File: src/rtl/core/bse_pkg.sv
`timescale 1ns / 1ps
`default_nettype none

package bse_pkg;

  localparam int PACK_W       = 17;
  localparam int CELLS_W      = 6;
  localparam int LEVEL_W      = 10;
  localparam int CFG_IDX_W    = 2;
  localparam int CFG_DATA_W   = 10;

  localparam int DIV_WORD_W   = 18;
  localparam int DIV_STAGES   = 6;
  localparam int DIV_STEPS    = 3;

  localparam int SEG_COUNT    = 10;
  localparam int SEG_W        = 4;
  localparam int MV_W         = 13;
  localparam int DIFF_W       = 10;
  localparam int PROD_W       = 17;
  localparam int REM_W        = 18;
  localparam int QUO_W        = 8;
  localparam int QUO_STAGES   = 4;
  localparam int QUO_STEPS    = 2;
  localparam int SUM_W        = 11;

  localparam logic [LEVEL_W-1:0]   FULL_TENTHS      = 10'd1000;
  localparam logic [6:0]           STEP_TENTHS      = 7'd100;
  localparam logic [CELLS_W-1:0]   CELL_COUNT_RESET = 6'd24;
  localparam logic [LEVEL_W-1:0]   CUTOFF_RESET     = 10'd100;

  localparam logic [CFG_IDX_W-1:0] CFG_CELL_COUNT   = 2'd0;
  localparam logic [CFG_IDX_W-1:0] CFG_CUTOFF_LEVEL = 2'd1;

  typedef struct packed {
    logic [CELLS_W-1:0]    rem;
    logic [DIV_WORD_W-1:0] word;
  } div_state_t;

  typedef struct packed {
    logic [REM_W-1:0] rem;
    logic [QUO_W-1:0] quo;
  } quo_state_t;

  function automatic logic [MV_W-1:0] bound_mv(input logic [SEG_W-1:0] idx);
    logic [MV_W-1:0] mv;
    case (idx)
      4'd0:    mv = 13'd2540;
      4'd1:    mv = 13'd3250;
      4'd2:    mv = 13'd3340;
      4'd3:    mv = 13'd3430;
      4'd4:    mv = 13'd3550;
      4'd5:    mv = 13'd3650;
      4'd6:    mv = 13'd3740;
      4'd7:    mv = 13'd3820;
      4'd8:    mv = 13'd3890;
      4'd9:    mv = 13'd3950;
      default: mv = 13'd4150;
    endcase
    return mv;
  endfunction

  function automatic logic [DIFF_W-1:0] span_mv(input logic [SEG_W-1:0] seg);
    logic [MV_W-1:0] sp;
    sp = bound_mv(SEG_W'(seg + 4'd1)) - bound_mv(seg);
    return sp[DIFF_W-1:0];
  endfunction

  function automatic div_state_t div_step(input div_state_t s, input logic [CELLS_W-1:0] d);
    logic [CELLS_W:0] r;
    div_state_t       o;
    r      = {s.rem, s.word[DIV_WORD_W-1]};
    o.word = {s.word[DIV_WORD_W-2:0], 1'b0};
    if (r >= {1'b0, d}) begin
      r         = r - {1'b0, d};
      o.word[0] = 1'b1;
    end
    o.rem = r[CELLS_W-1:0];
    return o;
  endfunction

  function automatic quo_state_t quo_step(input quo_state_t s, input logic [DIFF_W-1:0] span,
                                          input int sh);
    logic [REM_W-1:0] m;
    quo_state_t       o;
    m = REM_W'(span) << sh;
    o = s;
    if (s.rem >= m) begin
      o.rem = s.rem - m;
      o.quo = {s.quo[QUO_W-2:0], 1'b1};
    end else begin
      o.quo = {s.quo[QUO_W-2:0], 1'b0};
    end
    return o;
  endfunction

endpackage

`default_nettype wire

File: src/rtl/core/battery_soc_estimator.sv
`timescale 1ns / 1ps
`default_nettype none

// Battery state-of-charge estimator.
// Input channel: pack_voltage_mv_i with in_valid_i / in_stall_o; a transaction
// completes on a rising edge with valid high and stall low.
// Output channel: charge_tenths_o and below_cutoff_o with out_valid_o / out_stall_i.
// Configuration: cfg_we_i writes cfg_data_i to register cfg_index_i
// (0: cell count, 1: cutoff level); other indexes are ignored.
// A cell count of zero divides as one.
// Pipeline: a six-stage restoring divider (three quotient bits per stage)
// followed by a seven-stage segment, multiply, quotient and clamp pipeline.
// Throughput: one transaction per cycle while the output is not stalled;
// every stage holds a valid bit.
// Stall: a stalled output holds its result; earlier stages keep filling
// bubbles and in_stall_o rises only once all stages are full.
// Reset: clears every valid bit and loads cell count 24 and cutoff 100.

module battery_soc_estimator import bse_pkg::*; (
  input  wire logic                  clk_i,
  input  wire logic                  rst_ni,
  input  wire logic                  cfg_we_i,
  input  wire logic [CFG_IDX_W-1:0]  cfg_index_i,
  input  wire logic [CFG_DATA_W-1:0] cfg_data_i,
  input  wire logic                  in_valid_i,
  output logic                       in_stall_o,
  input  wire logic [PACK_W-1:0]     pack_voltage_mv_i,
  output logic                       out_valid_o,
  input  wire logic                  out_stall_i,
  output logic [LEVEL_W-1:0]         charge_tenths_o,
  output logic                       below_cutoff_o
);

  logic [CELLS_W-1:0] cell_count_q;
  logic [LEVEL_W-1:0] cutoff_level_q;
  logic [CELLS_W-1:0] divisor;
  logic               mid_valid, mid_stall;
  logic [PACK_W-1:0]  cell_mv;

  always_ff @(posedge clk_i or negedge rst_ni) begin
    if (!rst_ni) begin
      cell_count_q   <= CELL_COUNT_RESET;
      cutoff_level_q <= CUTOFF_RESET;
    end else if (cfg_we_i) begin
      unique case (cfg_index_i)
        CFG_CELL_COUNT:   cell_count_q   <= cfg_data_i[CELLS_W-1:0];
        CFG_CUTOFF_LEVEL: cutoff_level_q <= cfg_data_i[LEVEL_W-1:0];
        default: ;
      endcase
    end
  end

  assign divisor = (cell_count_q == '0) ? CELLS_W'(1) : cell_count_q;

  bse_div u_div (
    .clk_i       (clk_i),
    .rst_ni      (rst_ni),
    .in_valid_i  (in_valid_i),
    .in_stall_o  (in_stall_o),
    .pack_mv_i   (pack_voltage_mv_i),
    .divisor_i   (divisor),
    .out_valid_o (mid_valid),
    .out_stall_i (mid_stall),
    .cell_mv_o   (cell_mv)
  );

  bse_interp u_interp (
    .clk_i           (clk_i),
    .rst_ni          (rst_ni),
    .in_valid_i      (mid_valid),
    .in_stall_o      (mid_stall),
    .cell_mv_i       (cell_mv),
    .cutoff_level_i  (cutoff_level_q),
    .out_valid_o     (out_valid_o),
    .out_stall_i     (out_stall_i),
    .charge_tenths_o (charge_tenths_o),
    .below_cutoff_o  (below_cutoff_o)
  );

`ifndef NO_ASSERTIONS
  a_charge_range: assert property (@(posedge clk_i) disable iff (!rst_ni)
    out_valid_o |-> charge_tenths_o <= FULL_TENTHS)
    else $error("charge out of range");

  a_stall_only_when_full: assert property (@(posedge clk_i) disable iff (!rst_ni)
    in_stall_o |-> (out_valid_o && out_stall_i))
    else $error("input stalled with room in the pipeline");

  a_reset_empty: assert property (@(posedge clk_i)
    $rose(rst_ni) |-> !out_valid_o && !in_stall_o)
    else $error("pipeline not empty after reset");
`endif

endmodule

`default_nettype wire

File: src/rtl/core/bse_div.sv
`timescale 1ns / 1ps
`default_nettype none

module bse_div import bse_pkg::*; (
  input  wire logic               clk_i,
  input  wire logic               rst_ni,
  input  wire logic               in_valid_i,
  output logic                    in_stall_o,
  input  wire logic [PACK_W-1:0]  pack_mv_i,
  input  wire logic [CELLS_W-1:0] divisor_i,
  output logic                    out_valid_o,
  input  wire logic               out_stall_i,
  output logic [PACK_W-1:0]       cell_mv_o
);

  logic [DIV_STAGES-1:0] valid_q;
  logic [DIV_STAGES:0]   ready;
  div_state_t            st_q [DIV_STAGES];
  div_state_t            st_d [DIV_STAGES];
  div_state_t            st_in [DIV_STAGES];

  always_comb begin
    ready[DIV_STAGES] = !out_stall_i;
    for (int k = DIV_STAGES - 1; k >= 0; k--) begin
      ready[k] = !valid_q[k] || ready[k+1];
    end
  end

  always_comb begin
    st_in[0].rem  = '0;
    st_in[0].word = {1'b0, pack_mv_i};
    for (int k = 1; k < DIV_STAGES; k++) begin
      st_in[k] = st_q[k-1];
    end
    for (int k = 0; k < DIV_STAGES; k++) begin
      st_d[k] = st_in[k];
      for (int t = 0; t < DIV_STEPS; t++) begin
        st_d[k] = div_step(st_d[k], divisor_i);
      end
    end
  end

  always_ff @(posedge clk_i or negedge rst_ni) begin
    if (!rst_ni) begin
      valid_q <= '0;
    end else begin
      if (ready[0]) begin
        valid_q[0] <= in_valid_i;
      end
      for (int k = 1; k < DIV_STAGES; k++) begin
        if (ready[k]) begin
          valid_q[k] <= valid_q[k-1];
        end
      end
    end
  end

  always_ff @(posedge clk_i) begin
    for (int k = 0; k < DIV_STAGES; k++) begin
      if (ready[k]) begin
        st_q[k] <= st_d[k];
      end
    end
  end

  assign in_stall_o  = !ready[0];
  assign out_valid_o = valid_q[DIV_STAGES-1];
  assign cell_mv_o   = st_q[DIV_STAGES-1].word[PACK_W-1:0];

endmodule

`default_nettype wire

File: src/rtl/core/bse_interp.sv
`timescale 1ns / 1ps
`default_nettype none

module bse_interp import bse_pkg::*; (
  input  wire logic               clk_i,
  input  wire logic               rst_ni,
  input  wire logic               in_valid_i,
  output logic                    in_stall_o,
  input  wire logic [PACK_W-1:0]  cell_mv_i,
  input  wire logic [LEVEL_W-1:0] cutoff_level_i,
  output logic                    out_valid_o,
  input  wire logic               out_stall_i,
  output logic [LEVEL_W-1:0]      charge_tenths_o,
  output logic                    below_cutoff_o
);

  localparam int N_ST = 3 + QUO_STAGES;

  logic [N_ST-1:0]    valid_q;
  logic [N_ST:0]      ready;

  logic [SEG_W-1:0]   seg_q [N_ST-1];
  logic [SEG_W-1:0]   seg_d;
  logic [DIFF_W-1:0]  diff_q, diff_d;
  logic [PROD_W-1:0]  prod_q, prod_d;
  quo_state_t         q_q [QUO_STAGES];
  quo_state_t         q_d [QUO_STAGES];
  logic [LEVEL_W-1:0] charge_q, charge_d;
  logic               below_q, below_d;

  logic [MV_W-1:0]    hi_mv, lo_mv, v_mv;
  logic [PACK_W-1:0]  hi_ext;
  logic               low;
  logic [SUM_W-1:0]   sum;

  always_comb begin
    ready[N_ST] = !out_stall_i;
    for (int k = N_ST - 1; k >= 0; k--) begin
      ready[k] = !valid_q[k] || ready[k+1];
    end
  end

  always_comb begin
    low   = !(cell_mv_i > PACK_W'(bound_mv(SEG_W'(0))));
    seg_d = '0;
    for (int j = 1; j < SEG_COUNT; j++) begin
      if (cell_mv_i > PACK_W'(bound_mv(SEG_W'(j)))) begin
        seg_d = SEG_W'(j);
      end
    end
    hi_mv  = bound_mv(SEG_W'(seg_d + 4'd1));
    lo_mv  = bound_mv(seg_d);
    hi_ext = PACK_W'(hi_mv);
    v_mv   = (cell_mv_i > hi_ext) ? hi_mv : cell_mv_i[MV_W-1:0];
    diff_d = low ? '0 : DIFF_W'(v_mv - lo_mv);
  end

  assign prod_d = PROD_W'(diff_q) * PROD_W'(STEP_TENTHS);

  always_comb begin
    for (int j = 0; j < QUO_STAGES; j++) begin
      if (j == 0) begin
        q_d[j].rem = REM_W'(prod_q);
        q_d[j].quo = '0;
      end else begin
        q_d[j] = q_q[j-1];
      end
      for (int t = 0; t < QUO_STEPS; t++) begin
        q_d[j] = quo_step(q_d[j], span_mv(seg_q[1+j]), QUO_W - 1 - (j * QUO_STEPS + t));
      end
    end
  end

  always_comb begin
    sum = SUM_W'(q_q[QUO_STAGES-1].quo)
        + SUM_W'(seg_q[N_ST-2]) * SUM_W'(STEP_TENTHS);
    charge_d = (sum > SUM_W'(FULL_TENTHS)) ? FULL_TENTHS : sum[LEVEL_W-1:0];
    below_d  = charge_d < cutoff_level_i;
  end

  always_ff @(posedge clk_i or negedge rst_ni) begin
    if (!rst_ni) begin
      valid_q <= '0;
    end else begin
      if (ready[0]) begin
        valid_q[0] <= in_valid_i;
      end
      for (int k = 1; k < N_ST; k++) begin
        if (ready[k]) begin
          valid_q[k] <= valid_q[k-1];
        end
      end
    end
  end

  always_ff @(posedge clk_i) begin
    if (ready[0]) begin
      seg_q[0] <= seg_d;
      diff_q   <= diff_d;
    end
    if (ready[1]) begin
      seg_q[1] <= seg_q[0];
      prod_q   <= prod_d;
    end
    for (int j = 0; j < QUO_STAGES; j++) begin
      if (ready[2+j]) begin
        seg_q[2+j] <= seg_q[1+j];
        q_q[j]     <= q_d[j];
      end
    end
    if (ready[N_ST-1]) begin
      charge_q <= charge_d;
      below_q  <= below_d;
    end
  end

  assign in_stall_o      = !ready[0];
  assign out_valid_o     = valid_q[N_ST-1];
  assign charge_tenths_o = charge_q;
  assign below_cutoff_o  = below_q;

endmodule

`default_nettype wire

File: config.mk
export PLATFORM = sky130hd
export DESIGN_NAME = battery_soc_estimator
export DESIGN_NICKNAME = d
export VERILOG_FILES = /design/src/rtl/core/bse_pkg.sv /design/src/rtl/core/battery_soc_estimator.sv /design/src/rtl/core/bse_div.sv /design/src/rtl/core/bse_interp.sv
export SDC_FILE = /design/constraint.sdc
export NUM_CORES = 1
export LEC_CHECK = 0
export BUFFER_PORTS_ARGS = -buffer_cell sky130_fd_sc_hd__clkbuf_2
export CORE_AREA = 3 3 244 186
export DETAILED_ROUTE_END_ITERATION = 12
export DIE_AREA = 0 0 247 189
export PLACE_DENSITY = 0.69
export SETUP_SLACK_MARGIN = 0.05
export SYNTH_ARGS = -nofsm -noshare
export SYNTH_HDL_FRONTEND = slang
export SYNTH_SLANG_ARGS = --single-unit
File: constraint.sdc
create_clock -name clk_i -period 11.8 [get_ports clk_i]
set_input_delay 0.59 -clock clk_i [delete_from_list [all_inputs] [get_ports clk_i]]
set_output_delay 0.59 -clock clk_i [all_outputs]
set_load 0.02 [all_outputs]
==> parameters.txt <==
Parameter                              Value

Status
  Run status ... finished, final reports clean

STA
  Relative slew margins ... 17.6%
  Fin crit period ... 8260 ps
  Least-Margin Pin Slew ... 1230 ps
  Post-route clock period utilization ... 70.0%
  Number of hold-slack violations in the final timing report ... 0
  Max-slew violation total from the final report ... 0
  Maximum clock frequency ... 121 MHz
  Setup tns final ... 0 ps
  Post-route clock skew ... 19.8 ps
  Number of failing setup endpoints in the final timing report ... 0
  RSZ-0062 raised after global routing ... no

Final layout
  Finished Layout Cells ... 3026
  Most used cells in the layout excluding fill and tap cells ... 315 x sky130_fd_sc_hd__ha_1, 260 x sky130_fd_sc_hd__edfxtp_1, 202 x sky130_fd_sc_hd__inv_1
  Leading cell type in the layout, fill and taps excluded ... sky130_fd_sc_hd__ha_1
  Antenna diodes ... 0
  Area growth from synthesis to final layout ... 7.75%
  Layout Cell Area excl Fill ... 25900 um2
  Number of fillers in the final layout ... 3609
  Fraction of final layout cells with drive strength greater than 1 ... 9.64%
  Nets@finish ... 2809
  Area of the multi-input gates ... 14500 um2
  Util after Layout ... 59.9%
  Register area ... 8540 um2

Global route
  Initial antenna violation count ... 0
  Global-route usage over all layers ... 22.8%
  Vias in the first global route ... 17267
  Wire length of the first global-routing pass ... 87.8 mm
  Grt total ovfl ... 0
  Largest net degree at the start of global routing ... 30

Floorplanning
  I/O pin count ... 47
  Chip Height ... 189 um
  Effective utilization at floorplan ... 55.6%
  Row cnt ... 66
  Core ar. ... 43200 um2
  Width of the chip ... 247 um
  Total die area ... 46700 um2

Placed design
  Cell area after placement ... 24800 um2
  Final RePlAce weighted congestion ... 0.928
  Detail Placement HPWL ... 40.8 mm
  PortBufs ... 46
  Placed insts ... 2973

Synthesis
  Proportion of synthesized area in mux cells ... 6.69%
  Fraction of registers with async set/reset ... 10.0%
  Syn Nets ... 2770
  Mapped cell area ... 24000 um2
  Fraction of the yosys area taken by sequential cells ... 35.6%
  Yosys warnings ... 0
  Count of state elements after synthesis ... 289
  Adder and majority gate portion of the synthesized area ... 19.3%
  Combinational family with the most area after synthesis ... adder cells
  Unique cell type count in the Yosys netlist ... 99
  Synth Instances ... 2387
  Synth Area per Inst ... 10.1 um2
  Post-synth EDFFs ... 260
  Simple-gate share of the synthesized area ... 13.8%
  Compound-gate portion of the synthesized area ... 15.0%
  Top FF cell, synth ... sky130_fd_sc_hd__edfxtp_1
  XOR/XNOR share of the synthesized area ... 5.55%

Clocking
  CTS Sinks ... 289
  Hold buffer count at CTS ... 0
  Number of CTS-inserted buffers ... 29
  TritonCTS clock tree ... yes
  Cells resized by post-CTS repair ... 0
  Clock edge transition at the registers on the reported setup and hold paths ... 70 ps
  Number of buffers added for setup after CTS ... 0
  Clock Tree Root ... sky130_fd_sc_hd__clkbuf_16
  CTS max path bufs ... 3
  CTS HTree Levels ... 1
  Clock insertion delay at the later pin of the skew report ... 580 ps

Critical path
  Nature of the critical path endpoint ... flip-flop
  Critical Path Fanout Max ... 15
  CP peak stage delay ... 870 ps
  Critical path class ... reg2reg
  Gate family responsible for the most delay along the worst path ... compound AO/OA/AOI/OAI gates
  Most frequent CP cell ... sky130_fd_sc_hd__a21oi_1
  Data required time of the critical path ... 12120 ps
  Crit path DAT ... 8570 ps
  Setup crit start kind ... flip-flop
  Slowest cell on the critical path ... sky130_fd_sc_hd__nor3b_2
  CP bufs+invs ... 1

Run
  Max-cap check violation count ... 0

Route
  DRC errors left ... 0
  Vias/cell ... 5.84
  Via count ... 17681
  Pre-antenna DRT Iters ... 5
  Avg WL per Cell ... 17.5 um
  DRT antenna net count ... 0
  First DRT Iteration DRCs ... 1163
  Total detailed-routing wirelength ... 53.1 mm

Hold path
  HP Class ... in2async
-- cell families (layout without fill, tap and decap cells) --
family	count (synthesis)	in the layout
buffers and inverters	259	320
multiplexers	144	144
XOR/XNOR	152	152
AND/OR/NAND/NOR	631	631
AO/OA/AOI/OAI	563	563
adder cells (fa/ha/maj)	349	349
flip-flops	289	289
-- Yosys cell counts, types with 9 or more instances --
cell type | instances | area (um2)
sky130_fd_sc_hd__or3_1 | 11 | 68.8
sky130_fd_sc_hd__o21ai_1 | 21 | 105
sky130_fd_sc_hd__o21a_1 | 40 | 300
sky130_fd_sc_hd__nand2b_1 | 46 | 288
sky130_fd_sc_hd__ha_1 | 315 | 3940
sky130_fd_sc_hd__nor3b_1 | 10 | 75.1
sky130_fd_sc_hd__xnor2_1 | 95 | 832
sky130_fd_sc_hd__nand4_1 | 28 | 175
sky130_fd_sc_hd__a21o_1 | 43 | 323
sky130_fd_sc_hd__dfrtp_1 | 24 | 601
sky130_fd_sc_hd__mux2_1 | 30 | 338
sky130_fd_sc_hd__edfxtp_1 | 260 | 7810
sky130_fd_sc_hd__a31oi_1 | 9 | 56.3
sky130_fd_sc_hd__mux2_2 | 64 | 721
sky130_fd_sc_hd__xor2_1 | 57 | 499
sky130_fd_sc_hd__mux2_4 | 9 | 135
sky130_fd_sc_hd__and3_1 | 24 | 150
sky130_fd_sc_hd__nor2b_1 | 59 | 369
sky130_fd_sc_hd__a21oi_1 | 176 | 881
sky130_fd_sc_hd__o21ai_0 | 130 | 651
sky130_fd_sc_hd__nor2_1 | 145 | 544
sky130_fd_sc_hd__mux2i_1 | 41 | 410
sky130_fd_sc_hd__clkbuf_1 | 35 | 131
sky130_fd_sc_hd__nor3_1 | 44 | 220
sky130_fd_sc_hd__o31a_1 | 10 | 87.6
sky130_fd_sc_hd__inv_1 | 202 | 758
sky130_fd_sc_hd__o31ai_1 | 9 | 67.6
sky130_fd_sc_hd__o211ai_1 | 10 | 75.1
sky130_fd_sc_hd__a211oi_1 | 21 | 158
sky130_fd_sc_hd__or2_2 | 17 | 106
sky130_fd_sc_hd__fa_1 | 34 | 681
sky130_fd_sc_hd__nand2_1 | 149 | 559
sky130_fd_sc_hd__o21bai_1 | 21 | 158
sky130_fd_sc_hd__and2_1 | 15 | 93.8
sky130_fd_sc_hd__nand3_1 | 29 | 145
-- final timing paths --
check / slack [ps] / to / startpoint / depth (start not counted)
max: 3540 / u_interp.q_q[2][12]$_DFFE_PP_ / u_interp.seg_q[3][0]$_DFFE_PP_ / 28
max reg2reg: 3540 / u_interp.q_q[2][12]$_DFFE_PP_ / u_interp.seg_q[3][0]$_DFFE_PP_ / 28
max in group asynchronous: 11210 / u_div.valid_q[3]$_DFFE_PN0P_ / rst_ni / 1
min reg2reg: 410 / u_interp.q_q[3][6]$_DFFE_PP_ / u_interp.q_q[2][4]$_DFFE_PP_ / 0
min in group clk_i: 180 / u_div.st_q[0][14]$_DFFE_PN_ / pack_voltage_mv_i[11] / 1
min: 90 / cutoff_level_q[7]$_DFFE_PN0P_ / rst_ni / 1
-- metrics by stage --
stage,setup slack [ps],hold WS (ps)
final,3540,85.2
after global routing,2710,137
after CTS,3610,82.9
after detailed placement,3670,405
after global placement,3910,401
after floorplan,4830,294
-- per-layer routing --
layer / up-vias / part of all wire [%] / GRT usage, %
met5: - / 0 / 0
met4: 0 / 2.5 / 5.91
met3: 89 / 4.2 / 2.36
met2: 416 / 44 / 36.0
met1: 8407 / 49 / 33.6
li1: 8769 / - / -
-- state kept, by name, indices dropped and copies added, names as in the netlist --
signal / flops
cutoff_level_q: 10
u_interp.charge_tenths_o: 10
cell_count_q: 6
u_interp.q_q: 68
u_div.valid_q: 6
u_interp.seg_q: 24
u_interp.diff_q: 10
u_interp.valid_q: 7
u_interp.below_cutoff_o: 1
u_interp.prod_q: 15
u_div.st_q: 132
-- area by class of cell --
cell class                      instances  share of cell area [%]
Inverter                              211                    3.06
Tap cell                              578                    2.80
Clock inverter                         17                   0.924
Clock buffer                           36                    3.07
Sequential cell                       289                    33.0
Timing Repair Buffer                   56                    1.18
Multi-Input combinational cell       1839                    55.9
Power is left out: the tool's default activity adds up to more than one toggle a clock period on the data nets, which glitch-free logic cannot reach.
